$ cat src/rtl/qfrm_div.sv
`timescale 1ns / 1ps
`default_nettype none
// Pipelined restoring divider: unsigned quotient, one bit per stage.
// Side data of SW bits travels with the operands.
module qfrm_div #(
    parameter int unsigned NW = 36,
    parameter int unsigned DW = 18,
    parameter int unsigned SW = 8
) (
    input  wire logic           i_clk,
    input  wire logic           i_rst_n,
    input  wire logic           i_en,
    input  wire logic           i_valid,
    input  wire logic [NW-1:0]  i_num,
    input  wire logic [DW-1:0]  i_den,
    input  wire logic [SW-1:0]  i_side,
    output logic                o_valid,
    output logic [NW-1:0]       o_quo,
    output logic [SW-1:0]       o_side
);
    logic [DW:0]    r_rem  [1:NW];
    logic [NW-1:0]  r_num  [1:NW];
    logic [DW-1:0]  r_den  [1:NW];
    logic [SW-1:0]  r_side [1:NW];
    logic [NW:1]    r_vld;

    for (genvar g = 0; g < NW; g++) begin : g_stage
        logic [DW:0]   w_rem;
        logic [NW-1:0] w_num;
        logic [DW-1:0] w_den;
        logic [SW-1:0] w_side;
        logic          w_vld;
        logic [DW+1:0] n_sh;
        logic          n_ok;
        if (g == 0) begin : g_first
            assign w_rem  = '0;
            assign w_num  = i_num;
            assign w_den  = i_den;
            assign w_side = i_side;
            assign w_vld  = i_valid;
        end else begin : g_next
            assign w_rem  = r_rem[g];
            assign w_num  = r_num[g];
            assign w_den  = r_den[g];
            assign w_side = r_side[g];
            assign w_vld  = r_vld[g];
        end
        always_comb begin
            n_sh = {w_rem, w_num[NW-1]};
            n_ok = n_sh >= {2'b0, w_den};
        end
        always_ff @(posedge i_clk) begin
            if (!i_rst_n) begin
                r_vld[g+1] <= 1'b0;
            end else if (i_en) begin
                r_vld[g+1] <= w_vld;
            end
        end
        always_ff @(posedge i_clk) begin
            if (i_en) begin
                r_rem[g+1]  <= n_ok ? (DW+1)'(n_sh - {2'b0, w_den}) : n_sh[DW:0];
                r_num[g+1]  <= {w_num[NW-2:0], n_ok};
                r_den[g+1]  <= w_den;
                r_side[g+1] <= w_side;
            end
        end
    end

    assign o_valid = r_vld[NW];
    assign o_quo   = r_num[NW];
    assign o_side  = r_side[NW];
endmodule
`default_nettype wire

$ cat config.mk
export PLATFORM = sky130hd
export DESIGN_NAME = qfrm_div
export DESIGN_NICKNAME = d
export VERILOG_FILES = /design/src/rtl/qfrm_div.sv
export SDC_FILE = /design/constraint.sdc
export NUM_CORES = 2
export LEC_CHECK = 0
export BUFFER_PORTS_ARGS = -buffer_cell sky130_fd_sc_hd__buf_2
export CAP_MARGIN = 0
export CORE_MARGIN = 8
export CORE_UTILIZATION = 25
export DETAILED_ROUTE_END_ITERATION = 10
export PLACE_DENSITY_LB_ADDON = 0.15
export SYNTH_ARGS = -nofsm -noshare
export SYNTH_HDL_FRONTEND = slang
export SYNTH_SLANG_ARGS = --single-unit
$ cat constraint.sdc
create_clock -name i_clk -period 4.4 [get_ports i_clk]
set_input_delay 0.66 -clock i_clk [delete_from_list [all_inputs] [get_ports i_clk]]
set_output_delay 0.66 -clock i_clk [all_outputs]
set_load 0.01 [all_outputs]
==> results by group <==
GRT
  – Initial antenna violation count: 3
  – Grt total ovfl: 0
  – First-pass GRT wire length: 420000 microns
  – Total track usage: 9.71%
  – Vias in the first global route: 72300
  – Largest net degree at the start of global routing: 174

Logic synthesis
  – Post-synth cell types: 98
  – Number of flops mapped to enable cells by yosys: 2879
  – Combinational family with the most area after synthesis: compound AO/OA/AOI/OAI gates
  – Yosys reg bits: 2915
  – Synth Area in Compound Gates: 10.1%
  – Simple logic cell fraction of the synthesized area: 6.62%
  – Synth Area in Adders: 6.75%
  – XOR/XNOR Fraction of Synth Area: 3.17%
  – Proportion of synthesized area in mux cells: 1.84%
  – Sequential area share after synthesis: 68.5%
  – Cells after Synth: 9065
  – Synth Flop Type: edfxtp_1
  – Async S/R FF share, synth: 0%
  – Syn. warnings: 0
  – Post-Syn Area per Cell: 14.0 sq um
  – Mapped Nets: 9797
  – Synthesized cell area: 0.127 sq mm

Drt
  – DR DRC count: 0
  – Vias/cell: 4.31
  – Antenna-violating nets left: 0
  – DR pass1 iterations: 6
  – Final WL: 267000 microns
  – Drt initial violations: 4834
  – Vias: 71400
  – DR WL/cell: 16.1 microns

Pwr
  – Sw Pwr: 0.0331 W
  – Flop pwr share: 39.9%
  – Total power: 0.101 W
  – Int Power: 0.0679 W
  – Power Dens Cells: 678 mW/mm^2
  – Logic pwr share: 31.2%
  – Sw Ratio: 32.8%
  – Max VDD drop: 0.000332 V
  – Clock power share: 28.9%
  – P_leak: 55.2 nW

Worst setup path
  – Slowest stage cell, crit path: nand2_1
  – Slowest stage delay, CP: 0.58 ns
  – CP cell instances: inv_1 > ha_1 > fa_1 > nor2b_1 > o31a_1 > o41ai_1 > a31oi_1 > o21ai_1 > nand2_1 > mux2_2
  – R2r startpoint: r_num[0][863]
  – Data arrival, critical path: 4.34 ns
  – Critical Path Source Type: register
  – CP required: 5.03 ns
  – Worst Path Class, Setup: reg -> reg
  – Worst setup path startpoint: r_num[0][863]
  – Crit end category: register
  – Critical path fanouts, max: 26

Die
  – Core Rows: 262
  – Die X: 729 microns
  – Core Box Area: 0.508 sq mm
  – Die area: 0.532 sq mm
  – Die height: 729 microns
  – Initial Util: 25.0%
  – Top Ports: 111

Timing
  – Slew @ Worst Pin: 1.29 ns
  – Slew Viols, Final: 0
  – Worst rel slew slack: 11.6%
  – Peak Freq: 270 MHz
  – Period Utilization, post-route: 84.3%
  – Clk_skew: 0.0803 ns
  – Hold Fails Final Rpt: 0
  – RSZ-0062 raised after global routing: no
  – Fin Setup TNS: 0 ns
  – Min Tclk post-route: 3.71 ns
  – Final setup fails: 0

Placement
  – Routability cong.: 0.825
  – DP HPWL: 182000 microns
  – IO Port Bufs: 110

Flow run
  – Max-cap violations: 0

Final layout
  – Number of fill cells: 50900
  – Fin nets: 10300
  – Commonest non-fill, non-tap cells in the layout: edfxtp_1 (2879), inv_1 (793), ha_1 (632), a21oi_1 (626), nand2_1 (554)
  – Most common cell after layout, fill and taps aside: edfxtp_1
  – Synth-to-layout area growth: 17.1%
  – Layout cells sized above 1: 9.94%

Clock tree
  – Bufs on Longest Clock Path: 4
  – Htree depth: 5
  – Clock Latency Late Sink: 0.94 ns
  – CTS Root Cell: clkbuf_16
  – Clock transition at path regs: 0.05 ns
  – # clock sinks: 2915
  – TritonCTS Buffers: 355
  – CTS tree: done

Min path
  – Hold Crit Class: in -> reg
  – Hold Startpoint: i_rst_n

Outcome
  – Status: finished clean
timing repair:
item | in CTS | in global routing
gates resized for setup | 0 | 0
setup buffers | 0 | 0
endpoints found under the hold margin | 63 | 0
hold buffers | 63 | 0
cell usage after synthesis, drive strengths merged, types with 36 or more instances:
master,n,area [sq um]
a21o,222,1670
mux2,150,1690
clkbuf,104,390
o31ai,60,465
a211oi,46,355
mux2i,65,651
a31oi,65,419
nand2b,106,663
ha,632,7910
edfxtp,2879,86500
nand3,110,551
nor2,480,1800
nor2b,132,826
o21ai,574,2890
o21bai,60,450
buf,69,389
o31a,42,368
o21a,103,773
xor2,200,1750
and3,57,357
inv,795,2980
dfxtp,36,721
nor3,102,521
nand4,84,526
xnor2,260,2280
a21oi,629,3160
nand2,554,2080
kinds of logic (layout without fill, tap and decap cells):
kind of cell    after synthesis  after routing
compound gates             2061           2061
other cells                   0              3
xor+xnor                    460            460
buf+inv                     970           1732
mux                         215            215
fa+ha+maj                   666            666
simple gates               1778           1778
flops                      2915           2915
critical path, delay by kind of cell, from the launching register on:
| family | cells | cell delay [ns] |
|---|---|---|
| AOI/OAI and AO/OA | 4 | 1.37 |
| muxes | 1 | 0.49 |
| buffers and inverters | 1 | 0.08 |
| and+or+nand+nor | 2 | 0.66 |
| adders and majority gates | 2 | 0.44 |
| DFF | 1 | 0.41 |
metrics by stage:
step | instance area (sq um) | setup slack [ns] | util (%) | hold WS [ns] | cells
global placement | 137000 | 0.604 | 26.9 | 0.400 | 15800
floorplan | 127000 | 1.40 | - | 0.400 | 9065
CTS | 149000 | 0.628 | 29.3 | 0.135 | 16600
detailed placement | 137000 | 0.664 | 26.9 | 0.405 | 15800
finish | 149000 | 0.691 | 29.3 | 0.275 | 16600
global route | 149000 | 0.352 | 29.3 | 0.168 | 16600
registers in the layout, summed over array words and instances, names as in the netlist:
name and flops:
g_stage.w_vld 35, r_num 1296, o_valid 1, r_side 288, r_den 630, r_rem 665
cell type report:
| cell class | instances | area (sq um) | share of cell area (%) |
|---|---|---|---|
| diodes | 3 | 7.51 | 0.00504 |
| clock buffers | 419 | 9170 | 6.15 |
| flip-flops and latches | 2915 | 87200 | 58.5 |
| clock inverters | 231 | 2580 | 1.73 |
| inverters | 797 | 2990 | 2.01 |
| repair buffers | 285 | 2360 | 1.58 |
| well taps | 6732 | 8420 | 5.65 |
| multi-input cells | 5180 | 36300 | 24.4 |
power groups by stage:
stage / Sequential [W] / Clock [W] / Combinational, W
CTS: 0.0405 / 0.0307 / 0.0317
floorplan: 0.0393 / 0 / 0.0239
global route: 0.0408 / 0.0316 / 0.0354
detailed placement: 0.0410 / 0 / 0.0313
global placement: 0.0411 / 0 / 0.0310
finish: 0.0403 / 0.0292 / 0.0315
layer usage:
metal	vias to the layer above	part of all wire [%]	GRT usage, %
met2	1270	47	16.1
met4	4	3.1	3.02
met1	34800	46	13.0
met5	-	0.0097	0
li1	34800	-	-
met3	497	4.1	1.57
path summary, 6_finish.rpt:
kind                       to  slack [ns]  depth (start not counted)
max              r_rem[12][3]        0.69                         10
min          g_stage[3].w_vld        0.28                          2
max reg2reg      r_rem[12][3]        0.69                         10
min reg2reg     r_num[0][747]        0.37                          0
Power figures use the tool's default switching activity.
