--- src/rtl/qfrm_sqrt.sv ---
`timescale 1ns / 1ps
`default_nettype none
// Pipelined restoring square root, one result bit per stage.
// Side data of SW bits rides along with each operand.
module qfrm_sqrt #(
    parameter int unsigned RW = 34,
    parameter int unsigned SW = 8
) (
    input  wire logic            i_clk,
    input  wire logic            i_rst_n,
    input  wire logic            i_en,
    input  wire logic            i_valid,
    input  wire logic [RW-1:0]   i_rad,
    input  wire logic [SW-1:0]   i_side,
    output logic                 o_valid,
    output logic [RW/2-1:0]      o_root,
    output logic [SW-1:0]        o_side
);
    localparam int unsigned NB = RW / 2;

    logic [RW-1:0]  r_rem  [1:NB];
    logic [NB-1:0]  r_root [1:NB];
    logic [SW-1:0]  r_side [1:NB];
    logic [NB:1]    r_vld;

    for (genvar g = 0; g < NB; g++) begin : g_stage
        localparam int unsigned SH = 2 * (NB - 1 - g);
        logic [RW-1:0] w_rem;
        logic [NB-1:0] w_root;
        logic [SW-1:0] w_side;
        logic          w_vld;
        logic [RW+1:0] n_trial;
        logic [RW+1:0] n_cand;
        logic          n_ok;
        if (g == 0) begin : g_first
            assign w_rem  = i_rad;
            assign w_root = '0;
            assign w_side = i_side;
            assign w_vld  = i_valid;
        end else begin : g_next
            assign w_rem  = r_rem[g];
            assign w_root = r_root[g];
            assign w_side = r_side[g];
            assign w_vld  = r_vld[g];
        end
        always_comb begin
            n_cand  = ({2'b0, w_root} << (SH + 2)) | ((RW+2)'(1) << SH);
            n_ok    = {2'b0, w_rem} >= n_cand;
            n_trial = {2'b0, w_rem} - n_cand;
        end
        always_ff @(posedge i_clk) begin
            if (!i_rst_n) begin
                r_vld[g+1] <= 1'b0;
            end else if (i_en) begin
                r_vld[g+1] <= w_vld;
            end
        end
        always_ff @(posedge i_clk) begin
            if (i_en) begin
                r_rem[g+1]  <= n_ok ? n_trial[RW-1:0] : w_rem;
                r_root[g+1] <= {w_root[NB-2:0], n_ok};
                r_side[g+1] <= w_side;
            end
        end
    end

    assign o_valid = r_vld[NB];
    assign o_root  = r_root[NB];
    assign o_side  = r_side[NB];
endmodule
`default_nettype wire

--- config.mk ---
export PLATFORM = sky130hd
export DESIGN_NAME = qfrm_sqrt
export DESIGN_NICKNAME = d
export VERILOG_FILES = /design/src/rtl/qfrm_sqrt.sv
export SDC_FILE = /design/constraint.sdc
export NUM_CORES = 1
export LEC_CHECK = 0
export ABC_AREA = 1
export BUFFER_PORTS_ARGS = -buffer_cell sky130_fd_sc_hd__buf_4
export CORE_UTILIZATION = 61
export CTS_CLUSTER_SIZE = 16
export DETAILED_ROUTE_END_ITERATION = 10
export PLACE_DENSITY = 0.77
export SLEW_MARGIN = 20
export SYNTH_ARGS = -nofsm -noshare
export SYNTH_HDL_FRONTEND = slang
export SYNTH_SLANG_ARGS = --single-unit
export TNS_END_PERCENT = 10
--- constraint.sdc ---
create_clock -name i_clk -period 6.1 [get_ports i_clk]
set_input_delay 0.305 -clock i_clk [delete_from_list [all_inputs] [get_ports i_clk]]
set_output_delay 0.305 -clock i_clk [all_outputs]
set_load 0.1 [all_outputs]
==> impl_metrics.py <==
metrics = {
    "timing": {
        "setup_viol": 0,
        "hold_viol_final": 0,
        "max_freq_ghz": 0.330,
        "finalCritPeriodShare_pct": 49.7,
        "setup_tns_ns": 0,
        "min_period_ns": 3.03,
        "worstMarginPinSlew_ns": 1.04,
        "slew_headroom_pct": 30.8,
        "rsz0062_at_grt": "no",
        "clock_skew_ns": 0.0444,
        "setup_slack_ns": 3.07,
        "slew_violations": 0,
    },
    "critical_path": {
        "path_cells": "ha_1 -> nand2_1 -> nor2_1 -> nand3b_1 -> nor3_1 -> nor2_1 -> nand2_4 -> inv_2 -> nand2_1 -> o21ai_2",
        "required_ns": 6.45,
        "path_class": "flop to flop",
        "arrival_ns": 3.38,
        "crit_path_start_kind": "flop",
        "cpPeakStageDelay_ns": 0.42,
        "worstPathMaxFanout": 30,
        "endpoint_kind": "flop",
        "cp_slowest_cell": "edfxtp_1",
    },
    "drt": {
        "first_iter_violations": 3005,
        "vias": 30800,
        "wirelength_mm": 101,
        "post_drt_wl_per_cell_um": 18.0,
        "ant_nets": 0,
        "firstDrtPassIters": 6,
        "vias_per_cell": 5.49,
        "drc": 0,
    },
    "finish": {
        "n_fill_cell": 5194,
        "drive_gt1_share_pct": 6.61,
        "layout_common_cells": "1254 x nand2_1, 833 x edfxtp_1, 658 x inv_1",
        "instances_no_fill": 5606,
        "area_delta_synth_final_pct": 11.3,
        "final_common_cell": "nand2_1",
        "stdcell_area_sq_mm": 0.0476,
        "antenna_cells": 0,
        "nNetsFinal": 4818,
    },
    "power_and_ir_drop": {
        "power_frac_comb_pct": 19.5,
        "p_sw_mw": 4.87,
        "power.density_mw_per_mm2": 341,
        "power_frac_seq_pct": 47.2,
        "clockPowerShare_pct": 33.3,
        "p_sw_share_pct": 30.0,
        "post-layout-total-power_mw": 16.3,
        "internal_power_mw": 11.4,
        "p_leak_nw": 20.5,
        "ir_drop_uv": 289,
    },
    "floorplanning": {
        "start_util_pct": 62.1,
        "die_area_sq_mm": 0.0712,
        "core_area_sq_mm": 0.0689,
        "chipHeight_um": 267,
        "rows": 96,
        "die_x_um": 267,
        "ios": 72,
    },
    "grt": {
        "grt-ovfl-total": 0,
        "grt_antenna_before_repair": 0,
        "grt_pass1_wl_mm": 159,
        "track_usage_pct": 28.8,
        "grt_pass1_vias": 29700,
        "grt_max_degree": 179,
    },
    "synth": {
        "yosys.cell_types.count": 51,
        "syn_nets": 4637,
        "syn-cell-area_sq_mm": 0.0428,
        "synth.avg_cell_area_sq_um": 9.67,
        "synth-edff-count": 833,
        "muxShareOfSynthArea_pct": 0,
        "synth_top_flop_cell": "edfxtp_1",
        "synth-xor-area-share_pct": 2.64,
        "yosys.area_share.adder_pct": 4.85,
        "synth-compound-area-share_pct": 4.65,
        "seq_area_frac_synth_pct": 59.2,
        "synth-warning-count": 0,
        "synth_simple_gate_area_share_pct": 22.0,
        "synth_top_family_by_area": "simple AND/OR/NAND/NOR gates",
        "synth_cells": 4425,
        "synth-seq-cells": 850,
        "ys_async_sr_fraction_pct": 0,
    },
    "run": {
        "maxCapViolations": 0,
    },
    "placed_design": {
        "dp_cells": 5401,
        "io_buffer_count": 71,
        "dp_hpwl_mm": 71.1,
        "post-place-ws_ns": 3.17,
        "placed_area_sq_mm": 0.0443,
        "gp_congestion": 0.973,
    },
    "cts": {
        "cts_resized": 0,
        "cts_max_path_buffers": 3,
        "root_buffer": "clkbuf_16",
        "cts_tree": "yes",
        "worstSkewPairLatency_ns": 0.66,
        "numClockSinks": 850,
        "post-cts-setup-buffer-count": 0,
        "cts_buffers": 88,
        "clk_pin_slew_ns": 0.06,
        "htreeDepth": 3,
    },
    "status": {
        "status": "completed",
    },
    "worst_hold_path": {
        "worstHoldPathType": "primary input to flop",
    },
}
## worst max-delay path, delay by kind of cell (launching register included)
kind | cells | cell delay, ns
adders and majority gates | 1 | 0.40
DFF | 1 | 0.42
and+or+nand+nor | 7 | 1.53
AOI/OAI and AO/OA | 1 | 0.07
buffers and inverters | 1 | 0.33
## sequential cells by signal, summed over array words and instances, names as in the netlist
name and count:
r_rem 544, r_root 153, r_side 136, g_stage.w_vld 16, o_valid 1
## layer usage
| layer | vias to the layer above | global-route usage (%) | part of all wire, % | routed length, um |
|---|---|---|---|---|
| li1 | 15000 | - | - | - |
| met1 | 14400 | 37.7 | 42 | 42700 |
| met2 | 1091 | 48.2 | 48 | 48300 |
| met3 | 232 | 4.29 | 5.9 | 5950 |
| met4 | 0 | 11.6 | 4.0 | 4080 |
| met5 | - | 0 | 0 | 0 |
## worst paths after layout
path | startpoint | endpoint | slack (ns) | cells past startpoint
worst min register to register | r_side[3][17] | r_side[3][25] | 0.41 | 0
worst max-delay path | r_rem[13][15] | r_rem[14][7] | 3.07 | 10
worst min-delay path | i_en | r_rem[10][28] | 0.19 | 1
worst max register to register | r_rem[13][15] | r_rem[14][7] | 3.07 | 10
## final cells by class
class                      count  area (sq um)  area share (%)
multi-input combinational   2874         14600            30.6
clock inverter                54           559            1.17
tap                          931          1160            2.45
sequential                   850         25400            53.2
timing repair buffer         126          1120            2.35
inverter                     666          2500            5.26
clock buffer                 105          2330            4.89
## cell families after synthesis
family                   Yosys count
AO/OA/AOI/OAI                    356
XOR/XNOR                         129
buffers and inverters            701
flip-flops                       850
AND/OR/NAND/NOR                 2223
adder cells (fa/ha/maj)          166
## metrics by stage
| step | hold WS [ns] | utilization [%] |
|---|---|---|
| after CTS | 0.204 | 69.1 |
| after global placement | 0.400 | 64.2 |
| after floorplan | 0.400 | - |
| after detailed placement | 0.405 | 64.2 |
| after global routing | 0.224 | 69.1 |
| final | 0.190 | 69.1 |
## power by group through the flow
stage          Sequential [mW]  Clock (mW)  Combinational (mW)
6_report                  7.68        5.41                3.17
3_3_place_gp              7.77           0                3.03
5_1_grt                   7.73        5.68                3.60
3_5_place_dp              7.78           0                3.07
2_1_floorplan             7.62           0                2.26
4_1_cts                   7.67        5.44                3.13
## cells in the mapped netlist (3+ instances only)
| cell | number | area (sq um) |
|---|---|---|
| nand2_1 | 1254 | 4710 |
| edfxtp_1 | 833 | 25000 |
| inv_1 | 658 | 2470 |
| nor2_1 | 455 | 1710 |
| nand3_1 | 244 | 1220 |
| a21oi_1 | 169 | 846 |
| ha_1 | 166 | 2080 |
| o21ai_0 | 97 | 485 |
| xor2_1 | 85 | 744 |
| nand4_1 | 70 | 438 |
| nor3_1 | 51 | 255 |
| xnor2_1 | 44 | 385 |
| nand3b_1 | 43 | 323 |
| nor4_1 | 29 | 181 |
| o21ai_1 | 28 | 140 |
| nand2_2 | 21 | 131 |
| buf_6 | 19 | 214 |
| dfxtp_1 | 17 | 340 |
| a21oi_2 | 16 | 140 |
| o21ai_2 | 13 | 114 |
| nor2_2 | 12 | 75.1 |
| o21bai_1 | 11 | 82.6 |
| or2_2 | 11 | 68.8 |
| buf_4 | 9 | 67.6 |
| o21a_1 | 8 | 60.1 |
| inv_2 | 6 | 22.5 |
| and3_1 | 5 | 31.3 |
| nand3_2 | 5 | 50.1 |
| nor2_4 | 5 | 56.3 |
| clkbuf_1 | 4 | 15.0 |
| nor3_2 | 4 | 40.0 |
| a21boi_0 | 3 | 22.5 |
| a21o_1 | 3 | 22.5 |
| nand2_4 | 3 | 33.8 |
## repair_timing
item | in CTS | in global routing
hold endpoints to repair | 60 | 0
endpoints found under the setup margin | 0 | 0
hold buffers | 46 | 0
Power figures use the tool's default switching activity.
